**config.mk**
```make
export PLATFORM = sky130hd
export DESIGN_NAME = etfp_mul
export DESIGN_NICKNAME = d
export VERILOG_FILES = /design/src/etfp_pkg.sv /design/src/etfp_mul.sv
export SDC_FILE = /design/constraint.sdc
export NUM_CORES = 2
export LEC_CHECK = 0
export BUFFER_PORTS_ARGS = -buffer_cell sky130_fd_sc_hd__buf_2
export CORE_MARGIN = 3
export CORE_UTILIZATION = 40
export DETAILED_ROUTE_END_ITERATION = 12
export SLEW_MARGIN = 20
export SYNTH_ARGS = -nofsm -noshare
export SYNTH_HDL_FRONTEND = slang
export SYNTH_SLANG_ARGS = --single-unit
```
**constraint.sdc**
```tcl
create_clock -name i_clk -period 26.9 [get_ports i_clk]
set_input_delay 4.035 -clock i_clk [delete_from_list [all_inputs] [get_ports i_clk]]
set_output_delay 4.035 -clock i_clk [all_outputs]
set_load 0.05 [all_outputs]
```
**src/etfp_pkg.sv**
```systemverilog
`default_nettype none
package etfp_pkg;

    // fixed field widths
    localparam int PIX_W  = 10;
    localparam int CNT_W  = 16;
    localparam int FX_W   = 32;
    localparam int MUL_W  = FX_W + 1;
    localparam int PROD_W = 2 * MUL_W;
    localparam int CFG_IDX_W = 3;

    // mapping divider sizing (span up to 4095, |dx| up to 2047)
    localparam int DX_W   = 13;
    localparam int FRAC_SHIFT = 40;
    localparam int NUM_W  = 13 + FRAC_SHIFT;
    localparam int DEN_W  = FX_W + 12;
    localparam int DIV_CNT_W = 6;

    localparam int DEF_WIDTH  = 1024;
    localparam int DEF_HEIGHT = 1024;

    // register indexes
    localparam logic [CFG_IDX_W-1:0] REG_MODE     = 3'd0;
    localparam logic [CFG_IDX_W-1:0] REG_MAX_ITER = 3'd1;
    localparam logic [CFG_IDX_W-1:0] REG_ZOOM     = 3'd2;
    localparam logic [CFG_IDX_W-1:0] REG_OFS_RE   = 3'd3;
    localparam logic [CFG_IDX_W-1:0] REG_OFS_IM   = 3'd4;
    localparam logic [CFG_IDX_W-1:0] REG_JULIA_RE = 3'd5;
    localparam logic [CFG_IDX_W-1:0] REG_JULIA_IM = 3'd6;

    // fractal modes
    localparam logic [1:0] MODE_SHIP  = 2'd0;
    localparam logic [1:0] MODE_JULIA = 2'd1;
    localparam logic [1:0] MODE_MANDEL = 2'd2;

    // clamp a wide signed value to signed 32 bits
    function automatic logic signed [FX_W-1:0] sat32(input logic signed [PROD_W-1:0] v);
        logic signed [PROD_W-1:0] hi;
        logic signed [PROD_W-1:0] lo;
        hi = PROD_W'(32'sh7fffffff);
        lo = -(PROD_W'(33'sh080000000));
        if (v > hi) begin
            sat32 = 32'sh7fffffff;
        end else if (v < lo) begin
            sat32 = 32'sh80000000;
        end else begin
            sat32 = v[FX_W-1:0];
        end
    endfunction

    // absolute value, most negative clamps to most positive
    function automatic logic signed [FX_W-1:0] abs32(input logic signed [FX_W-1:0] v);
        if (v == 32'sh80000000) begin
            abs32 = 32'sh7fffffff;
        end else if (v < 0) begin
            abs32 = -v;
        end else begin
            abs32 = v;
        end
    endfunction

endpackage
`default_nettype wire

```
**src/etfp_mul.sv**
```systemverilog
`default_nettype none
module etfp_mul (
    input  wire                                   i_clk,
    input  wire logic signed [etfp_pkg::MUL_W-1:0]  i_a,
    input  wire logic signed [etfp_pkg::MUL_W-1:0]  i_b,
    output logic signed [etfp_pkg::PROD_W-1:0]      o_p
);
    import etfp_pkg::*;

    // shared signed multiplier, product registered
    always_ff @(posedge i_clk) begin
        o_p <= i_a * i_b;
    end

endmodule
`default_nettype wire

```
=== Word-level counts from Yosys, hierarchy flattened ===
Index checks and enable logic that the tools add are counted.

* Output and inout bits: 66
* Input port bits: 67
* Bits in registers: 66

* $mul: 1

{| class="wikitable"
|+ Operator list
! cell !! number
|-
| multiplier 33 x 33 -> 66 bit || 1
|}

=== Logic depth before layout (Yosys ltp) ===
* Word-level depth: 1
* Gate-level depth with buffers: 27
* Depth with buffers taken out: 26

=== Worst setup path after synthesis ===
Ideal clock, no wire load.

* Path kind: input to register
* From: in i_a[32] in the netlist's numbering
* To: reg o_p[62] in the netlist's numbering
* Buffers on the path: 2
* Arrival time: 11192 ps
* Cell stages on the path: 23
* Slack: 15629 ps
* Data required time: 26821 ps
* Cell sequence: clkbuf_1 > nand2_1 > inv_1 > fa_1 > fa_1 > fa_1 > fa_1 > fa_1 > fa_1 > fa_1 > inv_1 > fa_1 > inv_1 > ha_1 > clkbuf_1 > and3_1 > nand3_1 > nand2b_1 > a2111oi_4 > a211oi_4 > a21o_2 > a21o_1 > a211oi_2

* Word-level cells in the longest chain between the ends: 1

{| class="wikitable"
|+ RTL lines
! element !! line !! text
|-
| from (decl) || etfp_mul.sv:4 || <nowiki>input wire logic signed [etfp_pkg::MUL_W-1:0] i_a,</nowiki>
|-
| multiplier 33 x 33 -> 66 bit || etfp_mul.sv:12 || <nowiki>o_p <= i_a * i_b;</nowiki>
|-
| to (signal assigned) || etfp_mul.sv:12 ||
|-
| to (decl) || etfp_mul.sv:6 || <nowiki>output logic signed [etfp_pkg::PROD_W-1:0] o_p</nowiki>
|}

Every way passes these cells.

=== Worst setup path in the final report ===
* From: in i_b[6] in the netlist's numbering
* To: reg o_p[58] in the netlist's numbering

* Word-level cells in the longest chain between the ends: 1

{| class="wikitable"
|+ RTL lines
! element !! line !! text
|-
| from (decl) || etfp_mul.sv:5 || <nowiki>input wire logic signed [etfp_pkg::MUL_W-1:0] i_b,</nowiki>
|-
| multiplier 33 x 33 -> 66 bit || etfp_mul.sv:12 ||
|}

Every way passes these cells.

==> results.md <==
* Outcome: finished clean
* Port Buf Inserts at 132
* Avg WL per Cell at 19.47 um
* Post-synth EDFFs at 0
* Slew @ Worst Pin at around 1200 ps
* Critical-path cell list: buf_2 > nand2_1 > inv_1 > fa_1 > fa_1 > inv_1 > fa_1 > inv_1 > fa_1 > fa_1 > fa_1 > fa_1 > inv_1 > fa_1 > inv_1 > ha_1 > and3_1 > nand3_1 > nand2b_1 > nor2_1 > a211oi_4 > a21oi_2 > nor4b_2 > a311oi_1
* TNS Setup at 0 ps
* Sequential Area at 1321 um^2
* Largest net degree at the start of global routing at 34
* Final WL at around 110000 um
* RSZ-0062 raised after global routing: no
* Main synth FF type: dfxtp_1
* Clock tree buffer depth at 2
* Post-synth cell types at 80
* Delay-heaviest family, CP: adder cells
* Placer Congestion at between 0.9 and 1
* Final net count at between 5k and 6k
* CP Max Fanout at 33
* CTS tree: yes
* Reg with most FFs: o_p
* Post-CTS Resized at 0
* DRC Markers at 0
* Max_cap viols at 0
* Most frequent CP cell: fa_1
* Root buffer cell: clkbuf_16
* Fin Hold WS at 4223 ps
* Most common cell after layout, fill and taps aside: fa_1
* Multi-input gate area at 34320 um^2
* Avg Cell Area, Syn at between 9 and 10 um^2
* First drt pass iteration count at 5
* Core area at 100600 um^2
* Worst Setup End Kind: flip-flop
* Syn nets at approximately 5.8k
* Hold path depth at 2
* Cell Area, Synth at 40730 um^2
* DR iter-0 viols at 1490
* Reg clk slew, reported paths at 80 ps
* Crit-path slowest cell: fa_1
* Crit-path max cell delay at 1270 ps
* Gr ovfl total at 0
* Max reg flops at 66
* Arr. time, crit path at approximately 13000 ps
* Clock Sink Count at between 60 and 70
* H-tree lvl count at 3
* Ys Warns at 0
* First-pass GRT wire length at approximately 180000 um
* Die Y at 325.1 um
* Layout Utilization at 0.4249
* Synth async-reset ratio at 0
* Top flop regs: o_p (66)
* Via count of the first global-routing pass at 31.23k
* Minimum clock period at 12230 ps
* CP Class: input pin to flip-flop
* Layout cells sized above 1 at 0.04873
* Fin. max-slew vios at 0
* Vias at 28.14k
* WP depth at 24
* Post-route ant nets at 0
* IO Count at 133
* Most frequent cells in the layout: fa_1, inv_1, and2_1
* Vias per std cell at 4.982
* Final hold vios at 0
* Seq/Total Area, Yosys at 0.03244
* Fillers at 9993
* Finish-stage setup viols at 0
* # rows at ~120
* Die width at 325.1 um
* Buf+Inv Stages, Crit Path at 6
* Initial Utilization at 0.4050
* Setup bufs post-CTS at 0
* Initial antenna violation count at 6
* Die ar. at ~110000 um^2
* Max Fclk at 81.76 MHz
* HPWL after DPL at 89670 um
* Synth Instances at approximately 4.3k
* Hold Crit Class: input pin to flip-flop
* Slew HR at 0.2291
* Yosys reg bits at 66
* Period utilization at 0.4547
* Layout area overhead at 4.905%
* TritonCTS Buffers at 9
* Hold_buf cts at 0
* GRT Resource Usage Total at 0.2197
* Worst EP required at between 20000 and 30000 ps
* Startpoint Class: input pin
-- per-stage QoR --
| stage | worst slack, ps | area (um^2) | cells |
|---|---|---|---|
| detailed placement | 14350 | 42420 | 5630 |
| global placement | 14410 | 42420 | 5630 |
| floorplan | 15630 | 40730 | 4338 |
| global route | 14390 | 42730 | 5646 |
| CTS | 14770 | 42730 | 5646 |
| finish | 14670 | 42730 | 5648 |
-- layout make-up --
type                       instances  area share
inverter                        1131     0.09935
multi-input combinational       2920      0.8031
antenna                            2   0.0001171
clock inverter                     5    0.001230
clock buffer                      11    0.005915
tap                             1357     0.03973
timing repair buffer             156     0.01968
sequential                        66     0.03092
-- routing by layer --
layer | part of all wire | global-route usage | vias up
met2 | 0.50 | 0.3741 | 750
met1 | 0.41 | 0.2890 | 15020
met3 | 0.058 | 0.03790 | 139
met4 | 0.027 | 0.06116 | 0
li1 | - | - | 12230
met5 | 0 | 0 | -
-- synthesized netlist by cell type, drive strengths merged, types with 25 or more instances --
| library cell | number | share of area |
|---|---|---|
| fa | 1145 | 0.56 |
| inv | 1131 | 0.10 |
| and2 | 563 | 0.087 |
| nand2 | 551 | 0.051 |
| ha | 217 | 0.067 |
| clkbuf | 208 | 0.019 |
| nor2 | 68 | 0.0063 |
| dfxtp | 66 | 0.032 |
| a21oi | 61 | 0.0080 |
| xnor2 | 43 | 0.0092 |
| a21o | 38 | 0.0071 |
| o21ai | 33 | 0.0042 |
| nand3 | 26 | 0.0033 |
| xor2 | 25 | 0.0054 |
-- worst paths after layout --
check | startpoint | slack [ps] | end
worst min-delay path | i_b[0] | 4220 | o_p[0]
worst max-delay path | i_b[6] | 14670 | o_p[58]
-- kinds of logic after synthesis --
kind of cell / synth area share
buffers and inverters: 0.1251
XOR/XNOR: 0.01462
flip-flops: 0.03244
AND/OR/NAND/NOR: 0.1578
AO/OA/AOI/OAI: 0.04067
adder cells (fa/ha/maj): 0.6294
Power is left out: the tool's default activity adds up to more than one toggle a clock period on the data nets, which glitch-free logic cannot reach.
